**src/rtl/dda_pkg.sv**
```systemverilog
// ----------------------------------------------------------------------------
// dda_pkg
// Shared types, constants and the panel band remap for the line rasteriser.
// ----------------------------------------------------------------------------
package dda_pkg;

    // coordinate and output widths
    localparam int COORD_W = 6;
    localparam int COL_W   = 10;
    localparam int CFG_W   = 5;
    localparam int BAND_W  = 3;

    // module geometry: 8 rows per band
    localparam int BAND_SHIFT = 3;

    // configuration register indexes
    localparam logic CFG_TILES_ACROSS = 1'b0;
    localparam logic CFG_TILES_DOWN   = 1'b1;

    // input beat: one line request
    typedef struct packed {
        logic [COORD_W-1:0] start_x;
        logic [COORD_W-1:0] start_y;
        logic [COORD_W-1:0] end_x;
        logic [COORD_W-1:0] end_y;
        logic               pixel_on;
    } t_in_item;

    // output beat: one pixel
    typedef struct packed {
        logic [COORD_W-1:0] row;
        logic [COL_W-1:0]   column;
        logic               lit;
        logic               last_point;
    } t_out_item;

    // sequencer states
    typedef enum logic [1:0] {
        ST_IDLE,
        ST_DIVIDE,
        ST_EMIT
    } t_state;

    // band remap onto the tiled panel, column wraps to its width
    function automatic t_out_item f_remap(
        input logic [COORD_W-1:0] x,
        input logic [COORD_W-1:0] y,
        input logic [CFG_W-1:0]   tiles_across,
        input logic [CFG_W-1:0]   tiles_down,
        input logic               lit,
        input logic               last_point
    );
        t_out_item                 res;
        logic [BAND_W-1:0]         band;
        logic [CFG_W+BAND_W-1:0]   prod;
        logic [CFG_W+BAND_W+BAND_SHIFT-1:0] offs;
        band = y[COORD_W-1:BAND_SHIFT];
        prod = tiles_across * band;
        offs = {prod, {BAND_SHIFT{1'b0}}};
        res.lit        = lit;
        res.last_point = last_point;
        if ((band != '0) && (tiles_down > CFG_W'(1))) begin
            res.column = COL_W'({{(COL_W-COORD_W){1'b0}}, x} + COL_W'(offs));
            res.row    = {{(COORD_W-BAND_SHIFT){1'b0}}, y[BAND_SHIFT-1:0]};
        end else begin
            res.column = {{(COL_W-COORD_W){1'b0}}, x};
            res.row    = y;
        end
        return res;
    endfunction

endpackage

```
**src/rtl/dda_line_rasterizer_unit.sv**
```systemverilog
// ----------------------------------------------------------------------------
// dda_line_rasterizer_unit
// DDA line rasteriser: one shared restoring divider for the minor-axis
// increment, then a per-pixel accumulator feeding the panel band remap.
// ----------------------------------------------------------------------------
//  channel   | direction | handshake                  | beat
//  ----------+-----------+----------------------------+--------------------
//  in        | input     | i_in_valid / o_in_ready    | t_in_item
//  out       | output    | o_out_valid / i_out_ready  | t_out_item
//  cfg       | input     | i_cfg_we (no wait)         | index + 5-bit data
//
//  A line is taken only in idle, runs the divider when the two deltas differ,
//  then emits steps + 1 pixels, one per cycle while the output is not stalled.
//  Reset is synchronous, active low, and clears the sequencer, the output
//  valid and both tile registers. A stalled output holds the emit loop.
// ----------------------------------------------------------------------------
module dda_line_rasterizer_unit #(
    parameter int COORD_MAX = 63,
    parameter int FRAC_BITS = 16
) (
    input  logic                           i_clk,
    input  logic                           i_rst_n,
    input  logic                           i_in_valid,
    output logic                           o_in_ready,
    input  dda_pkg::t_in_item              i_in_data,
    output logic                           o_out_valid,
    input  logic                           i_out_ready,
    output dda_pkg::t_out_item             o_out_data,
    input  logic                           i_cfg_we,
    input  logic                           i_cfg_index,
    input  logic [dda_pkg::CFG_W-1:0]      i_cfg_data
);
    import dda_pkg::*;

    localparam int INC_W = FRAC_BITS + 1;
    localparam int ACC_W = FRAC_BITS + COORD_W;
    localparam int POS_W = FRAC_BITS + COORD_W + 1;
    localparam int CNT_W = $clog2(FRAC_BITS + 1);
    localparam logic [COORD_W-1:0] CMAX      = COORD_W'(COORD_MAX);
    localparam logic [INC_W-1:0]   INC_ONE   = INC_W'(1) << FRAC_BITS;
    localparam logic [CNT_W-1:0]   DIV_LAST  = CNT_W'(FRAC_BITS - 1);

    // configuration
    logic [CFG_W-1:0] r_tiles_across;
    logic [CFG_W-1:0] r_tiles_down;

    // sequencer and line state
    t_state              r_state, n_state;
    logic [COORD_W-1:0]  r_x1, n_x1, r_y1, n_y1, r_x2, n_x2, r_y2, n_y2;
    logic                r_xneg, n_xneg, r_yneg, n_yneg;
    logic                r_x_major, n_x_major;
    logic                r_on, n_on;
    logic [COORD_W-1:0]  r_steps, n_steps;
    logic [COORD_W-1:0]  r_rem, n_rem;
    logic [FRAC_BITS-1:0] r_quot, n_quot;
    logic [CNT_W-1:0]    r_div_cnt, n_div_cnt;
    logic [INC_W-1:0]    r_inc_x, n_inc_x, r_inc_y, n_inc_y;
    logic [ACC_W-1:0]    r_acc_x, n_acc_x, r_acc_y, n_acc_y;
    logic [COORD_W-1:0]  r_k, n_k;

    // output register
    logic                r_out_valid, n_out_valid;
    t_out_item           r_out, n_out;

    // request decode
    logic [COORD_W-1:0]  c_x1, c_y1, c_x2, c_y2, c_adx, c_ady, c_steps;
    logic                c_xneg, c_yneg;

    // divider step
    logic [COORD_W:0]    c_rem_sh;
    logic                c_ge;
    logic [FRAC_BITS-1:0] c_quot;

    // pixel position
    logic [POS_W-1:0]    c_px, c_py;
    logic                c_in_acc, c_out_free;

    assign o_in_ready  = (r_state == ST_IDLE);
    assign o_out_valid = r_out_valid;
    assign o_out_data  = r_out;
    assign c_in_acc    = i_in_valid && o_in_ready;
    assign c_out_free  = !r_out_valid || i_out_ready;

    // clamp and deltas of the incoming request
    always_comb begin
        c_x1   = (i_in_data.start_x > CMAX) ? CMAX : i_in_data.start_x;
        c_y1   = (i_in_data.start_y > CMAX) ? CMAX : i_in_data.start_y;
        c_x2   = (i_in_data.end_x   > CMAX) ? CMAX : i_in_data.end_x;
        c_y2   = (i_in_data.end_y   > CMAX) ? CMAX : i_in_data.end_y;
        c_xneg = c_x2 < c_x1;
        c_yneg = c_y2 < c_y1;
        c_adx  = c_xneg ? (c_x1 - c_x2) : (c_x2 - c_x1);
        c_ady  = c_yneg ? (c_y1 - c_y2) : (c_y2 - c_y1);
        c_steps = (c_adx >= c_ady) ? c_adx : c_ady;
    end

    // one restoring divider step on the minor delta
    always_comb begin
        c_rem_sh = {r_rem, 1'b0};
        c_ge     = c_rem_sh >= {1'b0, r_steps};
        c_quot   = {r_quot[FRAC_BITS-2:0], c_ge};
    end

    // current positions from the accumulators
    always_comb begin
        c_px = r_xneg ? ({1'b0, r_x1, {FRAC_BITS{1'b0}}} - {1'b0, r_acc_x})
                      : ({1'b0, r_x1, {FRAC_BITS{1'b0}}} + {1'b0, r_acc_x});
        c_py = r_yneg ? ({1'b0, r_y1, {FRAC_BITS{1'b0}}} - {1'b0, r_acc_y})
                      : ({1'b0, r_y1, {FRAC_BITS{1'b0}}} + {1'b0, r_acc_y});
    end

    // sequencer: next state and datapath updates
    always_comb begin
        n_state     = r_state;
        n_x1        = r_x1;
        n_y1        = r_y1;
        n_x2        = r_x2;
        n_y2        = r_y2;
        n_xneg      = r_xneg;
        n_yneg      = r_yneg;
        n_x_major   = r_x_major;
        n_on        = r_on;
        n_steps     = r_steps;
        n_rem       = r_rem;
        n_quot      = r_quot;
        n_div_cnt   = r_div_cnt;
        n_inc_x     = r_inc_x;
        n_inc_y     = r_inc_y;
        n_acc_x     = r_acc_x;
        n_acc_y     = r_acc_y;
        n_k         = r_k;
        n_out_valid = r_out_valid && !i_out_ready;
        n_out       = r_out;
        unique case (r_state)
            ST_IDLE: begin
                if (c_in_acc) begin
                    n_x1      = c_x1;
                    n_y1      = c_y1;
                    n_x2      = c_x2;
                    n_y2      = c_y2;
                    n_xneg    = c_xneg;
                    n_yneg    = c_yneg;
                    n_x_major = c_adx >= c_ady;
                    n_on      = i_in_data.pixel_on;
                    n_steps   = c_steps;
                    n_rem     = (c_adx >= c_ady) ? c_ady : c_adx;
                    n_quot    = '0;
                    n_div_cnt = '0;
                    n_inc_x   = INC_ONE;
                    n_inc_y   = INC_ONE;
                    n_acc_x   = '0;
                    n_acc_y   = '0;
                    n_k       = '0;
                    // equal deltas or a single point need no division
                    if ((c_steps == '0) || (c_adx == c_ady)) begin
                        n_state = ST_EMIT;
                    end else begin
                        n_state = ST_DIVIDE;
                    end
                end
            end
            ST_DIVIDE: begin
                n_rem     = c_ge ? COORD_W'(c_rem_sh - {1'b0, r_steps})
                                 : c_rem_sh[COORD_W-1:0];
                n_quot    = c_quot;
                n_div_cnt = r_div_cnt + CNT_W'(1);
                if (r_div_cnt == DIV_LAST) begin
                    if (r_x_major) begin
                        n_inc_y = {1'b0, c_quot};
                    end else begin
                        n_inc_x = {1'b0, c_quot};
                    end
                    n_state = ST_EMIT;
                end
            end
            ST_EMIT: begin
                if (c_out_free) begin
                    n_out_valid = 1'b1;
                    if (r_k != r_steps) begin
                        n_out   = f_remap(c_px[FRAC_BITS+COORD_W-1:FRAC_BITS],
                                          c_py[FRAC_BITS+COORD_W-1:FRAC_BITS],
                                          r_tiles_across, r_tiles_down,
                                          r_on, 1'b0);
                        n_acc_x = r_acc_x + ACC_W'(r_inc_x);
                        n_acc_y = r_acc_y + ACC_W'(r_inc_y);
                        n_k     = r_k + COORD_W'(1);
                    end else begin
                        // exact end point closes the line
                        n_out   = f_remap(r_x2, r_y2, r_tiles_across,
                                          r_tiles_down, r_on, 1'b1);
                        n_state = ST_IDLE;
                    end
                end
            end
            default: begin
                n_state = ST_IDLE;
            end
        endcase
    end

    // control registers
    always_ff @(posedge i_clk) begin
        if (!i_rst_n) begin
            r_state     <= ST_IDLE;
            r_out_valid <= 1'b0;
        end else begin
            r_state     <= n_state;
            r_out_valid <= n_out_valid;
        end
    end

    // configuration registers
    always_ff @(posedge i_clk) begin
        if (!i_rst_n) begin
            r_tiles_across <= '0;
            r_tiles_down   <= '0;
        end else if (i_cfg_we) begin
            unique case (i_cfg_index)
                CFG_TILES_ACROSS: r_tiles_across <= i_cfg_data;
                CFG_TILES_DOWN:   r_tiles_down   <= i_cfg_data;
                default:          r_tiles_down   <= r_tiles_down;
            endcase
        end
    end

    // payload registers
    always_ff @(posedge i_clk) begin
        r_x1      <= n_x1;
        r_y1      <= n_y1;
        r_x2      <= n_x2;
        r_y2      <= n_y2;
        r_xneg    <= n_xneg;
        r_yneg    <= n_yneg;
        r_x_major <= n_x_major;
        r_on      <= n_on;
        r_steps   <= n_steps;
        r_rem     <= n_rem;
        r_quot    <= n_quot;
        r_div_cnt <= n_div_cnt;
        r_inc_x   <= n_inc_x;
        r_inc_y   <= n_inc_y;
        r_acc_x   <= n_acc_x;
        r_acc_y   <= n_acc_y;
        r_k       <= n_k;
        r_out     <= n_out;
    end

    // checks
    a_busy_after_accept: assert property (@(posedge i_clk) disable iff (!i_rst_n)
        (i_in_valid && o_in_ready) |=> !o_in_ready)
        else $error("block ready straight after taking a line");

    a_div_count: assert property (@(posedge i_clk) disable iff (!i_rst_n)
        (r_state == ST_DIVIDE) |-> (r_div_cnt <= DIV_LAST))
        else $error("divider ran past its last step");

    a_emit_count: assert property (@(posedge i_clk) disable iff (!i_rst_n)
        (r_state == ST_EMIT) |-> (r_k <= r_steps))
        else $error("pixel count beyond step count");

    a_last_ends_line: assert property (@(posedge i_clk) disable iff (!i_rst_n)
        (r_state == ST_EMIT && c_out_free && r_k == r_steps) |=>
            (o_out_valid && o_out_data.last_point && o_in_ready))
        else $error("end point not flagged as last beat");

endmodule

```
**config.mk**
```make
export PLATFORM = sky130hd
export DESIGN_NAME = dda_line_rasterizer_unit
export DESIGN_NICKNAME = d
export VERILOG_FILES = /design/src/rtl/dda_pkg.sv /design/src/rtl/dda_line_rasterizer_unit.sv
export SDC_FILE = /design/constraint.sdc
export NUM_CORES = 1
export LEC_CHECK = 0
export ABC_AREA = 1
export BUFFER_PORTS_ARGS = -buffer_cell sky130_fd_sc_hd__buf_2
export CAP_MARGIN = 20
export CORE_MARGIN = 4
export CORE_UTILIZATION = 30
export CTS_CLUSTER_DIAMETER = 30
export DETAILED_ROUTE_END_ITERATION = 8
export GPL_ROUTABILITY_DRIVEN = 0
export PLACE_DENSITY_LB_ADDON = 0.2
export SYNTH_ARGS = -nofsm -noshare
export SYNTH_HDL_FRONTEND = slang
export SYNTH_SLANG_ARGS = --single-unit
```
**constraint.sdc**
```tcl
create_clock -name i_clk -period 5.5 [get_ports i_clk]
set_clock_uncertainty 0.1 [all_clocks]
set_input_delay 1.1 -clock i_clk [delete_from_list [all_inputs] [get_ports i_clk]]
set_output_delay 1.1 -clock i_clk [all_outputs]
set_load 0.02 [all_outputs]
```
# After elaboration in Yosys (flattened, before gate mapping)
# Cells that the tools add are included.
[totals]
out_inout_bits = 20
elab_cells = 133
in_bits = 36
n_memories = 0
rom_bits = 0
reg_bits = 175
latch_bits = 0
ram_bits = 0
[op_classes]
mul = 2
n_eq_ne = 12
n_mux = 46
div_mod_pow = 0
n_addsub = 15
shift = 0
bitwise_logic = 1
magnitude_cmp = 9
n_reduce_logical = 23
[op_table]
columns = ["cell", "count"]
rows = [
  ["2-to-1 mux 22 bit", 7],
  ["case mux 22 bit (2 select lines)", 2],
  ["2-to-1 mux 17 bit", 5],
  ["2-to-1 mux 6 bit", 13],
  ["case mux 17 bit (2 select lines)", 2],
  ["adder 22 x 17 -> 22 bit", 2],
  ["adder 22 bit", 2],
  ["subtractor 22 bit", 2],
  ["2-to-1 mux 16 bit", 2],
  ["case mux 15 bit (2 select lines)", 1],
  ["subtractor 6 bit", 5],
  ["greater-than comparator 6 bit, second input constant", 4],
  ["case mux 6 bit (2 select lines)", 2],
  ["adder 6 x 10 -> 10 bit", 2],
  ["2-to-1 mux 18 bit", 1],
  ["AND reduction 4 bit", 4],
  ["2-to-1 mux 15 bit", 1],
  ["multiplier 5 x 3 -> 7 bit", 2],
  ["less-than comparator 6 bit", 2],
  ["!= test 2 bit, second input constant", 6],
  ["2-to-1 mux 2 bit", 5],
  ["case mux 5 bit (2 select lines)", 1],
  ["AND reduction 2 bit", 5],
  [">= comparator 7 x 6 -> 1 bit", 1],
  ["other kinds (21)", 29],
]

# Logic depth before layout (Yosys ltp)
[logic_depth]
depth_word = 11
mapped_depth = 26
ltp_nobuf = 26

# Least setup slack after synthesis
# Ideal clock, no wire load.
[synth_path]
path_type = "input port to flip-flop"
startpoint = "input i_in_valid"
endpoint = "register r_acc_x[0] (enable)"
cell_stages = 4
setup_slack_ns = 1.093
t_arrival_ns = 3.902
setup_ns = 0.404
path_buffers = 0
required_time_ns = 4.996
path_cell_list = "inv_1 -> nor2_1 -> o22ai_1 -> inv_1"
[synth_between]
elab_chain_len = 3
[synth_lines]
columns = ["item", "line", "text"]
rows = [
  ["start: declaration", "dda_line_rasterizer_unit.sv:23", "input logic i_in_valid,"],
  ["logical AND 1 bit", "dda_line_rasterizer_unit.sv:81", "assign c_in_acc = i_in_valid && o_in_ready;"],
  ["!= test 2 x 1 -> 1 bit (no line)", "n/a", ""],
  ["AND reduction 4 bit (no line)", "n/a", ""],
  ["end signal: assignment", "dda_line_rasterizer_unit.sv:242", "r_acc_x <= n_acc_x;"],
  ["end: declaration", "dda_line_rasterizer_unit.sv:58", "logic [ACC_W-1:0] r_acc_x, n_acc_x, r_acc_y, n_acc_y;"],
]
# Every way passes these cells.
# A chain may end at the register's enable or synchronous reset.

# Final worst setup path
[layout_path]
startpoint = "register r_acc_y[17]"
endpoint = "register r_out, in the netlist o_out_data[11] (data pin)"
[layout_between]
elab_chain_len = 6
elab_cells_between_ends = 9
cone_classes = "3 x add/sub; 1 x mul; 3 x mux; 2 x reduce/logical"
[layout_lines]
columns = ["item", "line", "text"]
rows = [
  ["start: declaration", "dda_line_rasterizer_unit.sv:58", ""],
  ["start signal: assignment", "dda_line_rasterizer_unit.sv:243", "r_acc_y <= n_acc_y;"],
  ["adder 22 bit or subtractor 22 bit (tied branches)", "dda_line_rasterizer_unit.sv:109, dda_line_rasterizer_unit.sv:108", ""],
  ["2-to-1 mux 22 bit *", "dda_line_rasterizer_unit.sv:108", "c_py = r_yneg ? ({1'b0, r_y1, {FRAC_BITS{1'b0}}} - {1'b0, r_acc_y})"],
  ["multiplier 5 x 3 -> 7 bit or nonzero test 3 bit (tied branches)", "dda_pkg.sv:58, dda_pkg.sv:62", ""],
  ["adder 6 x 10 -> 10 bit or logical AND 1 bit (tied branches)", "dda_pkg.sv:63, dda_pkg.sv:62", ""],
  ["2-to-1 mux 16 bit *", "dda_pkg.sv:62", "if ((band != '0) && (tiles_down > CFG_W'(1))) begin"],
  ["2-to-1 mux 18 bit *", "dda_line_rasterizer_unit.sv:179", "if (r_k != r_steps) begin"],
  ["end signal: assignment", "dda_line_rasterizer_unit.sv:245", "r_out <= n_out;"],
  ["end: declaration", "dda_line_rasterizer_unit.sv:63", "t_out_item r_out, n_out;"],
]
# Mark *: on every way between the ends. The rest lies on a longest branch, timed or not.

==> key figures <==
Clock network
  • Num CTS Buffers: 17
  • Clock-pin slew on the worst setup and hold paths: 0.08 ns
  • Sink Count: 174
  • H-tree depth: 4
  • CTS Buffer Depth: 2
  • CTS Hold Bufs: 0
  • Root buf cell: clkbuf_16
  • Post_cts resized: 0
  • Post-CTS Setup Bufs: 0
  • CTS tree: done
  • Worst skew pair latency: 0.45 ns

Logic synthesis
  • Seq cells post-synth: around 170
  • Number of flops mapped to enable cells by yosys: 162
  • Mean post-synth cell area: 8.216 um^2
  • Synthesized instance count: 1479
  • Yosys warns: 0
  • Synth async-reset ratio: 0%
  • Dominant synthesized flop cell: edfxtp_1
  • Post-synth cell types: 54
  • Post-Synthesis Cell Area: roughly 0.012 mm^2
  • Post-Syn Nets: between 1500 and 2000
  • Sequential area share after synthesis: between 40% and 50%

Die
  • Die ar.: 0.04379 mm^2
  • Die X: between 200 and 250 um
  • IO Pins: 56
  • Initial Util: between 30% and 40%
  • Rows: 73
  • Core area: 0.03991 mm^2
  • Die Ht: roughly 210 um

Layout
  • Most common cell after layout, fill and taps aside: nand2_1
  • FF/Latch Area: ~0.0051 mm^2
  • Fillers: 4185
  • Multi-input logic area: 0.006036 mm^2
  • Post-route design area: 0.01360 mm^2
  • Share of layout cells above drive strength 1: approximately a tenth
  • Syn-to-layout area delta: 11.93%
  • # diodes: 0
  • Most frequent cells in the layout: 295 x nand2_1, 216 x inv_1, 167 x nor2_1
  • Layout net count: 1667

Global route
  • Gr ovfl total: 0
  • First-pass GRT wire length: 51300 um
  • Largest net degree at the start of global routing: between 40 and 50
  • Antenna violations before repair: 0
  • Vias in the first global route: 9588
  • Total GRT Usage: 14.62%

STA
  • Final setup viols: 0
  • Max-slew headroom: 35.78%
  • Final hold vios: 0
  • Max frequency: 227.9 MHz
  • RSZ-0062 raised after global routing: false
  • Min Tclk post-route: 4.388 ns
  • Max-slew violations: 0
  • Final period util: 79.78%
  • Worst-margin pin slew: around 0.96 ns
  • TNS Setup: 0 ns

Worst setup path
  • Worst setup startpoint: r_acc_y[17]$_SDFFCE_PN0P_
  • Worst r2r dst: o_out_data[11]$_DFFE_PP_
  • Crit path DAT: 4.50 ns
  • Worst reg2reg setup slack: 1.11 ns
  • Critical Path Start Type: register
  • Crit Path Class: reg -> reg
  • R2R Path Start: r_acc_y[17]$_SDFFCE_PN0P_
  • WP data required: 5.61 ns
  • R2R depth: 25
  • CP Max Fanout: 6
  • Setup crit end: o_out_data[11]$_DFFE_PP_
  • CP Capture Type: register

Hold path
  • Worst Hold Class: reg -> reg

Status
  • Outcome: complete, no violations

Drt
  • WL/cell: ~16 um
  • Initial DRC count: 652
  • DRT Wirelength: around 32000 um
  • DRC Markers: 0
  • DR pass1 iterations: 5
  • Via density: 4.702
  • Via Count: 9657
  • Post-DRT Antenna Nets: 0

Pwr
  • Worst vdd ir: 0.0002197 V
  • Leak Pwr: slightly above 0.006 uW
  • Power per standard cell area: 554.7 mW/mm^2
  • Design Power: 7545 uW

Place
  • Final HPWL DP: approximately 25000 um
  • IO buf count: 55
  • Placed cell area: 0.01299 mm^2

Job
  • # Max-Cap Violations: 0
==> layout make-up <==
type,count,area share [%]
clock inverters,14,1.334
clock buffers,18,3.155
well taps,525,4.829
multi-input cells,1033,44.37
repair buffers,64,2.520
flip-flops and latches,174,37.53
inverters,226,6.255
==> synth_stat cells (2+ instances only) <==
master	number	share of area [%]
a21boi_0	2	0.12
o22ai_1	6	0.31
nor4_1	5	0.26
buf_2	6	0.25
a21oi_1	112	4.6
edfxtp_1	162	40
ha_1	98	10
o31ai_1	3	0.19
xnor2_1	17	1.2
nor3_1	12	0.49
inv_2	8	0.25
nor2_4	2	0.19
fa_1	17	2.8
nand2_1	295	9.1
o21ai_0	89	3.7
inv_1	217	6.7
nand3b_1	5	0.31
o21ai_1	4	0.16
nand3_1	76	3.1
o21bai_1	10	0.62
xor2_1	18	1.3
a31oi_1	8	0.41
nand3_2	3	0.25
nor2_2	2	0.10
nand4_1	15	0.77
a21oi_4	2	0.27
a21o_1	5	0.31
a211oi_1	4	0.25
dfxtp_1	12	2.0
clkbuf_1	37	1.1
buf_1	3	0.093
nand2_2	22	1.1
nor2_1	171	5.3
o211ai_1	6	0.37
o21a_1	5	0.31
nand2_4	2	0.19
==> registers in the layout, summed over array words and instances (netlist names), 6 cells and up <==
register	flops
r_acc_y	22
r_x2	6
r_y1	6
r_acc_x	22
r_quot	15
r_x1	6
o_out_data	18
r_rem	6
r_inc_y	17
r_inc_x	17
r_k	6
r_steps	6
r_y2	6
==> per-layer routing <==
layer	part of all wire, %	track usage, %	vias up
met3	3.2	2.212	19
met5	0	0	-
met2	46	23.60	134
li1	-	-	4995
met1	50	20.80	4509
met4	1.0	3.375	0
==> worst max-delay path, stage by stage (launching register included) <==
cell      delay (ns)
edfxtp_1        0.47
inv_1           0.12
ha_1            0.39
nand2_1         0.09
inv_2           0.07
nand2_1         0.06
nor2_1          0.10
nand3_1         0.11
nand3b_1        0.11
nand2_1         0.06
nand2_1         0.06
nand2_2         0.11
inv_1           0.11
nand2_1         0.08
fa_1            0.53
inv_1           0.04
ha_1            0.30
ha_1            0.31
inv_1           0.08
nor2_1          0.04
o21ai_0         0.26
inv_1           0.07
nand3_1         0.10
xor2_1          0.18
xnor2_1         0.13
o21ai_1         0.07
==> cells by family (layout without fill, tap and decap cells) <==
group                      after synthesis  after routing  synth area share, %
xor gates and xnor gates                35             35                2.523
adders and majority gates              115            115                12.89
buffers and inverters                  272            322                8.484
DFF                                    174            174                42.01
AOI/OAI and AO/OA                      264            264                12.17
and+or+nand+nor                        619            619                21.92
==> how the worst min path moves through the flow <==
stage | startpoint | endpoint | slack (ns) | cells past startpoint
global placement | r_on$_DFFE_PP_ | o_out_data[1]$_DFFE_PP_ | 0.31 | 0
floorplan | r_on$_DFFE_PP_ | o_out_data[1]$_DFFE_PP_ | 0.30 | 0
global route | r_on$_DFFE_PP_ | o_out_data[1]$_DFFE_PP_ | 0.35 | 0
finish | r_on$_DFFE_PP_ | o_out_data[1]$_DFFE_PP_ | 0.33 | 0
detailed placement | r_on$_DFFE_PP_ | o_out_data[1]$_DFFE_PP_ | 0.31 | 0
CTS | r_on$_DFFE_PP_ | o_out_data[1]$_DFFE_PP_ | 0.33 | 0
==> through the flow <==
stage                     instances  setup slack, ns  hold WS (ns)  util [%]
after floorplan                1479            1.093        0.3003         -
after global placement         2022            1.075        0.3086     32.55
after detailed placement       2022           0.9526        0.3147     32.55
after CTS                      2054            1.118        0.3315     34.08
after global routing           2054           0.7803        0.3526     34.08
final                          2054            1.112        0.3291     34.08
==> power breakdown <==
part	switching (uW)	internal [uW]
clock	575	724
combinational	2520	1200
sequential	327	2190
No activity file was read; power rests on OpenSTA's default activity.
